### config.mk
export PLATFORM = sky130hd
export DESIGN_NAME = rotor_cipher_encrypt_top
export DESIGN_NICKNAME = d
export VERILOG_FILES = /design/src/rtl/rce_pkg.sv /design/src/rtl/rotor_cipher_encrypt_top.sv /design/src/rtl/rce_mod_unit.sv /design/src/rtl/rce_tbl_mem.sv /design/src/rtl/rce_seq.sv
export SDC_FILE = /design/constraint.sdc
export NUM_CORES = 1
export LEC_CHECK = 0
export BUFFER_PORTS_ARGS = -buffer_cell sky130_fd_sc_hd__buf_2
export CAP_MARGIN = 10
export CORE_UTILIZATION = 49
export DETAILED_ROUTE_END_ITERATION = 10
export PLACE_DENSITY = 0.6
export RECOVER_POWER = 100
export SYNTH_ARGS = -nofsm -noshare
export SYNTH_HDL_FRONTEND = slang
export SYNTH_SLANG_ARGS = --single-unit
### constraint.sdc
create_clock -name clk_i -period 8.5 [get_ports clk_i]
set_input_delay 0.425 -clock clk_i [delete_from_list [all_inputs] [get_ports clk_i]]
set_output_delay 0.425 -clock clk_i [all_outputs]
set_load 0.01 [all_outputs]
### src/rtl/rce_pkg.sv
// Shared types, constants and table helpers for the rotor cipher encrypt block.
// Used by every module under rtl/. No dependencies.
package rce_pkg;

  localparam int unsigned DefAlphabetSize = 26;
  localparam int unsigned SymW            = 5;
  localparam int unsigned SelW            = 3;
  localparam int unsigned NumTables       = 8;
  localparam int unsigned NumLookups      = 9;
  localparam int unsigned LkpW            = 4;
  localparam logic [LkpW-1:0] LastLkp     = LkpW'(NumLookups - 1);

  localparam logic [SelW-1:0] TblRot0Fwd = 3'd0;
  localparam logic [SelW-1:0] TblRot0Bwd = 3'd1;
  localparam logic [SelW-1:0] TblRot1Fwd = 3'd2;
  localparam logic [SelW-1:0] TblRot1Bwd = 3'd3;
  localparam logic [SelW-1:0] TblRot2Fwd = 3'd4;
  localparam logic [SelW-1:0] TblRot2Bwd = 3'd5;
  localparam logic [SelW-1:0] TblRefl    = 3'd6;
  localparam logic [SelW-1:0] TblPlug    = 3'd7;

  typedef enum logic [1:0] {
    ModeEncrypt = 2'd0,
    ModeLoad    = 2'd1,
    ModeSetPos  = 2'd2
  } mode_e;

  typedef enum logic [1:0] {
    RotFast   = 2'd0,
    RotMiddle = 2'd1,
    RotSlow   = 2'd2,
    RotNone   = 2'd3
  } rot_e;

  typedef enum logic [1:0] {
    SeqIdle,
    SeqLook,
    SeqData,
    SeqDone
  } seq_e;

  typedef struct packed {
    logic            in_ready;
    logic            look;
    logic            data;
    logic            out_load;
    logic [LkpW-1:0] lkp;
  } seq_ctrl_t;

  // x mod a for every 5-bit x, built by a wrapping counter
  function automatic logic [31:0][SymW-1:0] mod_table(int unsigned a);
    logic [31:0][SymW-1:0] t;
    logic [SymW-1:0]       r;
    r = '0;
    for (int i = 0; i < 32; i++) begin
      t[i] = r;
      if (int'(r) + 1 >= int'(a)) begin
        r = '0;
      end else begin
        r = r + SymW'(1);
      end
    end
    return t;
  endfunction

  // table used at each lookup of the letter path
  function automatic logic [SelW-1:0] lkp_table(logic [LkpW-1:0] k);
    logic [SelW-1:0] s;
    case (k)
      4'd1:    s = TblRot0Fwd;
      4'd2:    s = TblRot1Fwd;
      4'd3:    s = TblRot2Fwd;
      4'd4:    s = TblRefl;
      4'd5:    s = TblRot2Bwd;
      4'd6:    s = TblRot1Bwd;
      4'd7:    s = TblRot0Bwd;
      default: s = TblPlug;
    endcase
    return s;
  endfunction

  function automatic rot_e lkp_rotor(logic [LkpW-1:0] k);
    rot_e r;
    case (k)
      4'd1, 4'd7: r = RotFast;
      4'd2, 4'd6: r = RotMiddle;
      4'd3, 4'd5: r = RotSlow;
      default:    r = RotNone;
    endcase
    return r;
  endfunction

endpackage

### src/rtl/rotor_cipher_encrypt_top.sv
// Top level of the three-rotor letter cipher: datapath, positions, output register.
// Depends on rce_pkg, rce_mod_unit, rce_tbl_mem, rce_seq.
//
//   channel | signals                          | direction | payload
//   in      | in_valid_i / in_ready_o          | input     | mode, letter, table, positions
//   out     | out_valid_o / out_ready_i        | output    | cipher_letter
//
// Load and set-position items complete on acceptance and the input stays ready. An
// encrypt item makes nine lookups through the shared table memory after the accept,
// each a look step (address through the shared mod unit) then a data step (registered
// read data back through it), and then loads the result.
// Reset clears the rotor positions and the sequencer; tables are undefined until loaded.
// A held output stalls the sequencer in its final state; in_ready_o stays low meanwhile.
module rotor_cipher_encrypt_top #(
  parameter int unsigned ALPHABET_SIZE = rce_pkg::DefAlphabetSize
) (
  input  logic                     clk_i,
  input  logic                     rst_ni,
  input  logic                     in_valid_i,
  output logic                     in_ready_o,
  input  logic [1:0]               mode_i,
  input  logic [rce_pkg::SymW-1:0] letter_i,
  input  logic [rce_pkg::SelW-1:0] table_select_i,
  input  logic [rce_pkg::SymW-1:0] table_index_i,
  input  logic [rce_pkg::SymW-1:0] table_value_i,
  input  logic [rce_pkg::SymW-1:0] pos_fast_i,
  input  logic [rce_pkg::SymW-1:0] pos_middle_i,
  input  logic [rce_pkg::SymW-1:0] pos_slow_i,
  output logic                     out_valid_o,
  input  logic                     out_ready_i,
  output logic [rce_pkg::SymW-1:0] cipher_letter_o
);

  localparam int unsigned IdxW  = $clog2(ALPHABET_SIZE);
  localparam int unsigned AddrW = $clog2(rce_pkg::NumTables * ALPHABET_SIZE);
  localparam logic [31:0][rce_pkg::SymW-1:0] ModTbl = rce_pkg::mod_table(ALPHABET_SIZE);
  localparam logic [IdxW-1:0]   LastPos = IdxW'(ALPHABET_SIZE - 1);
  localparam logic [IdxW:0]     Lim     = (IdxW+1)'(ALPHABET_SIZE);
  localparam logic [AddrW-1:0]  TblSpan = AddrW'(ALPHABET_SIZE);

  rce_pkg::seq_ctrl_t ctrl;
  rce_pkg::mode_e     mode;
  logic               accept;
  logic               out_free;

  logic [IdxW-1:0] v_q, v_d;
  logic [IdxW-1:0] pos_q [3];
  logic [IdxW-1:0] pos_d [3];
  logic            out_valid_q;
  logic [IdxW-1:0] cipher_q;

  logic [IdxW-1:0]          pos_sel;
  logic [IdxW-1:0]          unit_a;
  logic [IdxW-1:0]          unit_y;
  logic [rce_pkg::SymW-1:0] rdata;
  logic [IdxW-1:0]          rdata_red;
  logic [AddrW-1:0]         raddr;
  logic [AddrW-1:0]         waddr;
  logic                     we;

  assign mode       = rce_pkg::mode_e'(mode_i);
  assign in_ready_o = ctrl.in_ready;
  assign accept     = in_valid_i && ctrl.in_ready;
  assign out_free   = !out_valid_q || out_ready_i;

  rce_seq u_seq (
    .clk_i      (clk_i),
    .rst_ni     (rst_ni),
    .in_valid_i (in_valid_i),
    .encrypt_i  (mode == rce_pkg::ModeEncrypt),
    .out_free_i (out_free),
    .ctrl_o     (ctrl)
  );

  always_comb begin
    case (rce_pkg::lkp_rotor(ctrl.lkp))
      rce_pkg::RotFast:   pos_sel = pos_q[0];
      rce_pkg::RotMiddle: pos_sel = pos_q[1];
      rce_pkg::RotSlow:   pos_sel = pos_q[2];
      default:            pos_sel = '0;
    endcase
  end

  assign rdata_red = ModTbl[rdata][IdxW-1:0];
  assign unit_a    = ctrl.data ? rdata_red : v_q;

  rce_mod_unit #(
    .ALPHABET_SIZE (ALPHABET_SIZE)
  ) u_unit (
    .sub_i (ctrl.data),
    .a_i   (unit_a),
    .b_i   (pos_sel),
    .y_o   (unit_y)
  );

  assign raddr = AddrW'(rce_pkg::lkp_table(ctrl.lkp)) * TblSpan + AddrW'(unit_y);
  assign waddr = AddrW'(table_select_i) * TblSpan + AddrW'(table_index_i);
  assign we    = accept && (mode == rce_pkg::ModeLoad) && ({1'b0, table_index_i} < 6'(ALPHABET_SIZE));

  rce_tbl_mem #(
    .ALPHABET_SIZE (ALPHABET_SIZE)
  ) u_mem (
    .clk_i   (clk_i),
    .we_i    (we),
    .waddr_i (waddr),
    .wdata_i (table_value_i),
    .raddr_i (raddr),
    .rdata_o (rdata)
  );

  always_comb begin
    v_d   = v_q;
    pos_d = pos_q;
    if (accept && (mode == rce_pkg::ModeEncrypt)) begin
      v_d = ModTbl[letter_i][IdxW-1:0];
      // base-N odometer, fast rotor first
      if (pos_q[0] == LastPos) begin
        pos_d[0] = '0;
        if (pos_q[1] == LastPos) begin
          pos_d[1] = '0;
          pos_d[2] = (pos_q[2] == LastPos) ? '0 : pos_q[2] + IdxW'(1);
        end else begin
          pos_d[1] = pos_q[1] + IdxW'(1);
        end
      end else begin
        pos_d[0] = pos_q[0] + IdxW'(1);
      end
    end else if (accept && (mode == rce_pkg::ModeSetPos)) begin
      pos_d[0] = ModTbl[pos_fast_i][IdxW-1:0];
      pos_d[1] = ModTbl[pos_middle_i][IdxW-1:0];
      pos_d[2] = ModTbl[pos_slow_i][IdxW-1:0];
    end else if (ctrl.data) begin
      v_d = unit_y;
    end
  end

  always_ff @(posedge clk_i or negedge rst_ni) begin
    if (!rst_ni) begin
      pos_q       <= '{default: '0};
      out_valid_q <= 1'b0;
    end else begin
      pos_q <= pos_d;
      if (ctrl.out_load) begin
        out_valid_q <= 1'b1;
      end else if (out_ready_i) begin
        out_valid_q <= 1'b0;
      end
    end
  end

  always_ff @(posedge clk_i) begin
    v_q <= v_d;
    if (ctrl.out_load) begin
      cipher_q <= v_q;
    end
  end

  assign out_valid_o     = out_valid_q;
  assign cipher_letter_o = rce_pkg::SymW'(cipher_q);

  a_encrypt_busy: assert property (@(posedge clk_i) disable iff (!rst_ni)
    accept && (mode == rce_pkg::ModeEncrypt) |=> !in_ready_o)
    else $error("ready high right after an encrypt item");

  a_load_when_free: assert property (@(posedge clk_i) disable iff (!rst_ni)
    ctrl.out_load |-> out_free)
    else $error("result loaded over an untaken result");

  a_pos_range: assert property (@(posedge clk_i) disable iff (!rst_ni)
    ({1'b0, pos_q[0]} < Lim) && ({1'b0, pos_q[1]} < Lim) && ({1'b0, pos_q[2]} < Lim))
    else $error("rotor position out of range");

  a_v_range: assert property (@(posedge clk_i) disable iff (!rst_ni)
    ctrl.data |=> ({1'b0, v_q} < Lim))
    else $error("letter path value out of range");

  a_lkp_range: assert property (@(posedge clk_i) disable iff (!rst_ni)
    (ctrl.look || ctrl.data) |-> (ctrl.lkp <= rce_pkg::LastLkp))
    else $error("lookup counter out of range");

endmodule

### src/rtl/rce_mod_unit.sv
// Shared modular add/subtract unit: (a + b) or (a - b) mod ALPHABET_SIZE.
// Operands are already below ALPHABET_SIZE. Depends on rce_pkg.
module rce_mod_unit #(
  parameter int unsigned ALPHABET_SIZE = rce_pkg::DefAlphabetSize,
  localparam int unsigned IdxW = $clog2(ALPHABET_SIZE)
) (
  input  logic            sub_i,
  input  logic [IdxW-1:0] a_i,
  input  logic [IdxW-1:0] b_i,
  output logic [IdxW-1:0] y_o
);

  localparam int unsigned SumW = IdxW + 1;
  localparam logic [SumW-1:0] Modulus = SumW'(ALPHABET_SIZE);

  logic [SumW-1:0] b_ext;
  logic [SumW-1:0] sum;

  always_comb begin
    b_ext = sub_i ? (Modulus - {1'b0, b_i}) : {1'b0, b_i};
    sum   = {1'b0, a_i} + b_ext;
    if (sum >= Modulus) begin
      sum = sum - Modulus;
    end
  end

  assign y_o = sum[IdxW-1:0];

endmodule

### src/rtl/rce_tbl_mem.sv
// Single table memory holding rotor, reflector and plugboard tables.
// One write port, one registered read port. Depends on rce_pkg.
module rce_tbl_mem #(
  parameter int unsigned ALPHABET_SIZE = rce_pkg::DefAlphabetSize,
  localparam int unsigned Depth = rce_pkg::NumTables * ALPHABET_SIZE,
  localparam int unsigned AddrW = $clog2(Depth)
) (
  input  logic                     clk_i,
  input  logic                     we_i,
  input  logic [AddrW-1:0]         waddr_i,
  input  logic [rce_pkg::SymW-1:0] wdata_i,
  input  logic [AddrW-1:0]         raddr_i,
  output logic [rce_pkg::SymW-1:0] rdata_o
);

  logic [rce_pkg::SymW-1:0] mem [Depth];
  logic [rce_pkg::SymW-1:0] rdata_q;

  always_ff @(posedge clk_i) begin
    if (we_i) begin
      mem[waddr_i] <= wdata_i;
    end
  end

  always_ff @(posedge clk_i) begin
    rdata_q <= mem[raddr_i];
  end

  assign rdata_o = rdata_q;

endmodule

### src/rtl/rce_seq.sv
// Sequencer for one encrypt item: nine table lookups, each a look state then a data state.
// Depends on rce_pkg.
module rce_seq (
  input  logic               clk_i,
  input  logic               rst_ni,
  input  logic               in_valid_i,
  input  logic               encrypt_i,
  input  logic               out_free_i,
  output rce_pkg::seq_ctrl_t ctrl_o
);

  rce_pkg::seq_e             state_q, state_d;
  logic [rce_pkg::LkpW-1:0]  lkp_q, lkp_d;

  always_ff @(posedge clk_i or negedge rst_ni) begin
    if (!rst_ni) begin
      state_q <= rce_pkg::SeqIdle;
      lkp_q   <= '0;
    end else begin
      state_q <= state_d;
      lkp_q   <= lkp_d;
    end
  end

  always_comb begin
    state_d         = state_q;
    lkp_d           = lkp_q;
    ctrl_o.in_ready = 1'b0;
    ctrl_o.look     = 1'b0;
    ctrl_o.data     = 1'b0;
    ctrl_o.out_load = 1'b0;
    ctrl_o.lkp      = lkp_q;
    case (state_q)
      rce_pkg::SeqIdle: begin
        ctrl_o.in_ready = 1'b1;
        if (in_valid_i && encrypt_i) begin
          lkp_d   = '0;
          state_d = rce_pkg::SeqLook;
        end
      end
      rce_pkg::SeqLook: begin
        ctrl_o.look = 1'b1;
        state_d     = rce_pkg::SeqData;
      end
      rce_pkg::SeqData: begin
        ctrl_o.data = 1'b1;
        if (lkp_q == rce_pkg::LastLkp) begin
          state_d = rce_pkg::SeqDone;
        end else begin
          lkp_d   = lkp_q + rce_pkg::LkpW'(1);
          state_d = rce_pkg::SeqLook;
        end
      end
      rce_pkg::SeqDone: begin
        if (out_free_i) begin
          ctrl_o.out_load = 1'b1;
          state_d         = rce_pkg::SeqIdle;
        end
      end
      default: begin
        state_d = rce_pkg::SeqIdle;
      end
    endcase
  end

endmodule

# Word-level counts from Yosys, hierarchy flattened
# Memories as Yosys holds them, arrays and structs flattened. A register that Yosys moved wholly into a read port is not among the register bits.
# Cells that the tools add are included.
[op_classes]
addsub = 9
multipliers = 2
n_lt_le_gt_ge = 7
eq_ne = 24
muxes = 36
reduce_logical = 23
[op_table]
columns = ["op", "count"]
rows = [
  ["two-way mux 5 bit", 14],
  ["less-than comparator 5 x 6 -> 1 bit (second input constant)", 5],
  ["two-way mux 15 bit", 2],
  ["case mux 3 bit (7 select lines)", 1],
  ["adder 8 x 5 -> 8 bit", 2],
  ["equality test 4 x 3 -> 1 bit (second input constant)", 4],
  ["adder 5 x 1 -> 5 bit (second input constant)", 3],
  ["equality test 5 bit (second input constant)", 3],
  ["case mux 5 bit (3 select lines)", 1],
  ["multiplier 3 x 4 -> 7 bit (second input constant)", 2],
  ["two-way mux 10 bit", 1],
  ["equality test 2 bit (second input constant)", 4],
  ["equality test 4 x 2 -> 1 bit (second input constant)", 2],
  ["two-way mux 1 bit", 8],
  ["two-way mux 4 bit", 2],
  ["case mux 2 bit (4 select lines)", 1],
  ["case mux 4 bit (2 select lines)", 1],
  ["nonzero test 2 bit", 4],
  ["adder 5 x 6 -> 6 bit", 1],
  ["equality test 2 x 1 -> 1 bit (second input constant)", 3],
  [">= comparator 6 x 5 -> 1 bit (second input constant)", 1],
  ["logical AND 1 bit", 6],
  ["logical NOT 2 bit", 3],
  ["two-way mux 2 bit", 3],
  ["15 further kinds", 24],
]
[word_totals]
register_bits = 32
ram_bits = 1040
romBits = 800
inputBits = 39
word_cells = 115
memories = 6
[mem_list]
columns = ["memory", "words", "word_bits", "read_ports", "rd_ports_with_merged_regs", "write_ports", "line_no", "text"]
rows = [
  ["u_mem.mem", 208, 5, 1, 1, 1, "rce_tbl_mem.sv:16", "logic [rce_pkg::SymW-1:0] mem [Depth];"],
  ["(name not given)", 32, 5, 1, 0, 0, "rotor_cipher_encrypt_top.sv:131", "pos_d[2] = ModTbl[pos_slow_i][IdxW-1:0];"],
  ["(name not given)", 32, 5, 1, 0, 0, "rotor_cipher_encrypt_top.sv:130", "pos_d[1] = ModTbl[pos_middle_i][IdxW-1:0];"],
  ["(name not given)", 32, 5, 1, 0, 0, "rotor_cipher_encrypt_top.sv:129", "pos_d[0] = ModTbl[pos_fast_i][IdxW-1:0];"],
  ["(name not given)", 32, 5, 1, 0, 0, "rotor_cipher_encrypt_top.sv:115", "v_d = ModTbl[letter_i][IdxW-1:0];"],
  ["(name not given)", 32, 5, 1, 0, 0, "rotor_cipher_encrypt_top.sv:84", "assign rdata_red = ModTbl[rdata][IdxW-1:0];"],
]

# Depth between registers and ports, before layout
[depth]
ltp_word = 13
depth_mapped = 28
ltp_nobuf = 26

# Cells and area by module
# A second synthesis with hierarchy kept.
[unflattened]
cells_unflattened = 2373
area_unflattened_um2 = 44096.0
[modules_own_cells]
columns = ["mod", "n_inst", "cells_per_inst", "area_each_um2", "seq_area_each_um2"]
rows = [
  ["rce_tbl_mem", 1, 1986, 40790.4, 31330.0],
  ["rotor_cipher_encrypt_top", 1, 296, 2555.0, 700.7],
  ["rce_mod_unit", 1, 56, 401.6, 0.0],
  ["rce_seq", 1, 35, 349.1, 150.1],
]

# Worst setup path before layout
# OpenSTA, ideal clock, no wires.
[synth_timing]
path_type = "reg2reg"
startpoint = "register u_seq.lkp_q[0] (netlist name)"
endpoint = "register u_mem.rdata_q, in the netlist u_mem.rdata_o[2] (read register of u_mem.mem)"
arrival_ns = 6.456
setup_slack_ns = 1.903
path_stages_with_launch = 29
path_buffers = 4
period_less_slack_ns = 6.597
cell_sequence = "dfrtp_1 inv_1 ha_1 clkbuf_1 and3b_1 mux2i_4 a22oi_1 nand2_1 xnor2_1 ha_1 nor2b_1 o21a_1 or3_1 and2_1 a31oi_1 xor2_1 ha_1 fa_1 xor2_1 and2_1 clkbuf_1 clkbuf_1 clkbuf_1 a32oi_1 a32oi_1 o211ai_1 a31o_2 o32ai_1 mux2i_1"
[synth_between]
elab_chain_cells = 11
elab_cells_between_ends = 24
cone_classes = "add/sub (4); mul (1); order compare (1); eq/ne (9); mux (5); reduce/logical (4)"
[synth_lines]
columns = ["element", "line_no", "text"]
rows = [
  ["from (decl)", "rce_seq.sv:13", "logic [rce_pkg::LkpW-1:0] lkp_q, lkp_d;"],
  ["from (signal assigned)", "rce_seq.sv:21", "lkp_q <= lkp_d;"],
  ["equality test 4 x 3 -> 1 bit, or another cell as far along", "rce_pkg.sv:69, rce_pkg.sv:84", ""],
  ["OR reduction 2 bit", "rce_pkg.sv:84", "case (k)"],
  ["case mux 2 bit (3 select lines)", "rce_pkg.sv:84", ""],
  ["equality test 2 bit, or another cell as far along", "rotor_cipher_encrypt_top.sv:76", "case (rce_pkg::lkp_rotor(ctrl.lkp))"],
  ["case mux 5 bit (3 select lines)", "rotor_cipher_encrypt_top.sv:76", ""],
  ["subtractor 5 x 5 -> 6 bit", "rce_mod_unit.sv:20", "b_ext = sub_i ? (Modulus - {1'b0, b_i}) : {1'b0, b_i};"],
  ["two-way mux 6 bit", "rce_mod_unit.sv:20", ""],
  ["adder 5 x 6 -> 6 bit", "rce_mod_unit.sv:21", "sum = {1'b0, a_i} + b_ext;"],
  ["subtractor 5 bit / >= comparator 6 x 5 -> 1 bit (equally long branches)", "rce_mod_unit.sv:23, rce_mod_unit.sv:22", ""],
  ["two-way mux 5 bit", "rce_mod_unit.sv:22", "if (sum >= Modulus) begin"],
  ["adder 8 x 5 -> 8 bit *", "rotor_cipher_encrypt_top.sv:96", "assign raddr = AddrW'(rce_pkg::lkp_table(ctrl.lkp)) * TblSpan + AddrW'(unit_y);"],
  ["to (decl)", "rce_tbl_mem.sv:17", "logic [rce_pkg::SymW-1:0] rdata_q;"],
]
# Mark *: on every way between the ends. The rest lies on a longest branch, timed or not.
# A chain may end at the register's enable or synchronous reset.

# Final worst setup path
# Ends and elaborated chain as after synthesis.

==> results.md <==
* Dpl hpwl at around 70000 um
* FMAX at about 130 MHz
* Mapped Area at around 45000 um2
* Final clock skew at ~0.023 ns
* Clock Pin Slew Worst Setup and Hold Paths at around 0.060 ns
* Detail Route Antenna Nets at 0
* Synth Instances at between 2000 and 3000
* Register area share after synthesis at 72.1%
* Top cells by area, synth: edfxtp_1 71%, mux4_2 5.5%, nand2_1 3.6%
* Max-cap viol count at 17
* Hold Path End: pos_q[5]
* Flops & latches, synth at 1077
* Num rows at between 100 and 150
* Htree depth at 3
* R2R cell count at 24
* Die area at between 90000 and 100000 um2
* Number of global-route vias before repair at ~26000
* Via count at ~26000
* CTS max path bufs at 3
* Dominant cell type by area after synthesis: edfxtp_1
* Wire per inst at roughly 27 um
* Clk_lat worst skew at ~0.68 ns
* Crit Reg-Reg Endpoint: u_mem.rdata_o[2]
* Height of the die at approximately 300 um
* Unrepaired setup endpoints after global routing: false
* Clock sink count at between 1000 and 1500
* First-pass GRT wire length at approximately 170000 um
* Worst-Margin Slew at 3.97 ns
* Primary FF master, synth: edfxtp_1
* Final critical-path share of the clock period at about nine tenths
* Largest net degree at the start of global routing at slightly below 100
* Global route total overflow at 0
* Final worst setup slack at slightly below 0.7 ns
* Initial DRC Count at between 2000 and 3000
* Fillers at slightly above 7000
* Reg2Reg Setup Slack at just under 0.7 ns
* # DRC at 0
* Post-CTS Repair Setup Buffers at 0
* Layout cells sized above 1 at 12.3%
* Final hold vios at 0
* Failing checks: capacitance limit, slew limit
* Hold_sp: pos_middle_i[0]
* Syn_nets at 2992
* PostCTS Resize Cnt at 0
* Antenna violations before repair at 2
* Crit end category: flip-flop
* TritonCTS buffer count at 108
* DRT Wirelength at between 100000 and 150000 um
* Setup slack at placement at about 1.0 ns
* Setup TNS at 0 ns
* Clock root buffer: clkbuf_16
* Final setup fails at 0
* Crit-path max FO at 33
* YS warnings at 0
* CTS tree: done
* Synth top area share at a little over two thirds
* Post-synth ARST share at under 10%
* Required @ worst endpoint at approximately 9 ns
* Fin nets at between 3000 and 4000
* Yosys cell types at 73
* Post-synth EDFFs at ~1100
* CP Class: flip-flop to flip-flop
* HP Class: primary input to flip-flop
* Core Util, Final at 55.0%
* Overall Global Routing Usage at 24.2%
* Die Wd at ~300 um
* Reg-to-reg startpoint: u_seq.lkp_q[0]
* Most frequent cells in the layout: 1050 x edfxtp_1, 424 x nand2_1, 243 x nor2_1
* Post-layout min period at approximately 7.8 ns
* Max-slew violation count at about 1100
* Synthesized area per cell at between 15 and 20 um2
* Leading cell type in the layout, fill and taps excluded: edfxtp_1
* # port buffers at 45
* Drt first pass iters at 6
* Startpoint Class: flip-flop
* Relative slew slack at -165%
* Status: finished, violations left
* Area Overhead vs Synth at 11.1%
* Vias per inst at 6.10
* Core Area at ~90000 um2
* Initial Util at 49.5%
* Hold path depth at 3
* CP arrival at between 8 and 9 ns
* Io pins at 46
* GP Congestion at 0.857
Yosys cell counts (32+ instances only):
master	number
nand2_1	430
a32oi_1	70
mux4_2	109
and3_1	52
o22ai_1	44
a21oi_1	32
mux2i_1	111
ha_1	35
edfxtp_1	1050
nor2_1	244
o21ai_0	57
nand3_1	118
clkbuf_1	120
a211oi_1	42
sequential cells by signal, indices dropped and copies added, names as in the netlist:
signal / count
out_valid_o: 1
u_seq.lkp_q: 4
v_q: 5
u_seq.state_q: 2
cipher_letter_o: 5
pos_q: 15
u_mem.rdata_o: 5
u_mem.mem: 1040
layer usage:
layer	up-vias	share of wire [%]	GRT usage, %
met1	13000	43	34.4
met3	180	7.9	4.84
met4	2	2.8	7.81
li1	11400	-	-
met2	1045	47	37.8
met5	-	0.0098	0
through the flow:
stage / area (um2) / std cells / hold WS, ns
3_3_place_gp: 46000 / 4006 / 0.423
2_1_floorplan: 44600 / 2913 / 0.129
4_1_cts: 49700 / 4205 / 0.0150
3_5_place_dp: 46000 / 4006 / 0.431
6_report: 49500 / 4206 / 0.0553
5_1_grt: 49500 / 4205 / 0.0568
worst max path at each step:
stage                        start          endpoint  slack [ns]  cells after the start
floorplan           u_seq.lkp_q[0]  u_mem.rdata_o[2]        1.90                     28
detailed placement  u_seq.lkp_q[0]  u_mem.rdata_o[3]        1.00                     25
global route        u_seq.lkp_q[0]  u_mem.rdata_o[3]        0.30                     25
global placement    u_seq.lkp_q[1]  u_mem.rdata_o[3]        1.20                     25
finish              u_seq.lkp_q[0]  u_mem.rdata_o[2]        0.68                     24
CTS                 u_seq.lkp_q[0]  u_mem.rdata_o[3]        0.95                     25
layout make-up:
type	instances	area, um2	share of cell area, %
diodes	1	2.50	0.00505
clock buffers	138	2900	5.85
clock inverters	60	697	1.41
inverters	27	101	0.205
multi-input cells	1627	11500	23.3
flip-flops and latches	1077	32200	65.0
well taps	1176	1470	2.97
repair buffers	100	662	1.34
repair_timing:
item                                   in CTS  in global routing
hold buffers                                1                  0
endpoints found under the hold margin      22                  0
setup endpoints to repair                   0                  0
kinds of logic after synthesis:
logic type | Yosys count | share of synthesized area [%]
xor gates and xnor gates | 27 | 0.530
adders and majority gates | 40 | 1.21
muxes | 225 | 8.16
AOI/OAI and AO/OA | 380 | 6.43
buffers and inverters | 209 | 2.17
and+or+nand+nor | 955 | 9.37
DFF | 1077 | 72.1
critical path, cell delays in order, from the launching register on:
cell and delay, ns:
dfrtp_1 0.41, inv_1 0.11, ha_1 0.33, nor2_1 0.31, o211ai_1 0.30, a22oi_1 0.39, nand2_1 0.11, xnor2_1 0.17
ha_1 0.36, nor2b_1 0.16, o21a_1 0.18, or3_1 0.35, and2_0 0.26, a31oi_1 0.35, xor2_1 0.19, ha_4 0.21
fa_4 1.13, and2_2 0.82, clkbuf_1 0.38, nand3_1 0.13, nand4_1 0.13, mux4_2 0.32, a21oi_1 0.06, o32ai_1 0.33
mux2i_1 0.11
Power is not shown: default switching activity piles up to over one toggle a cycle in this logic, so the estimate is an artifact.
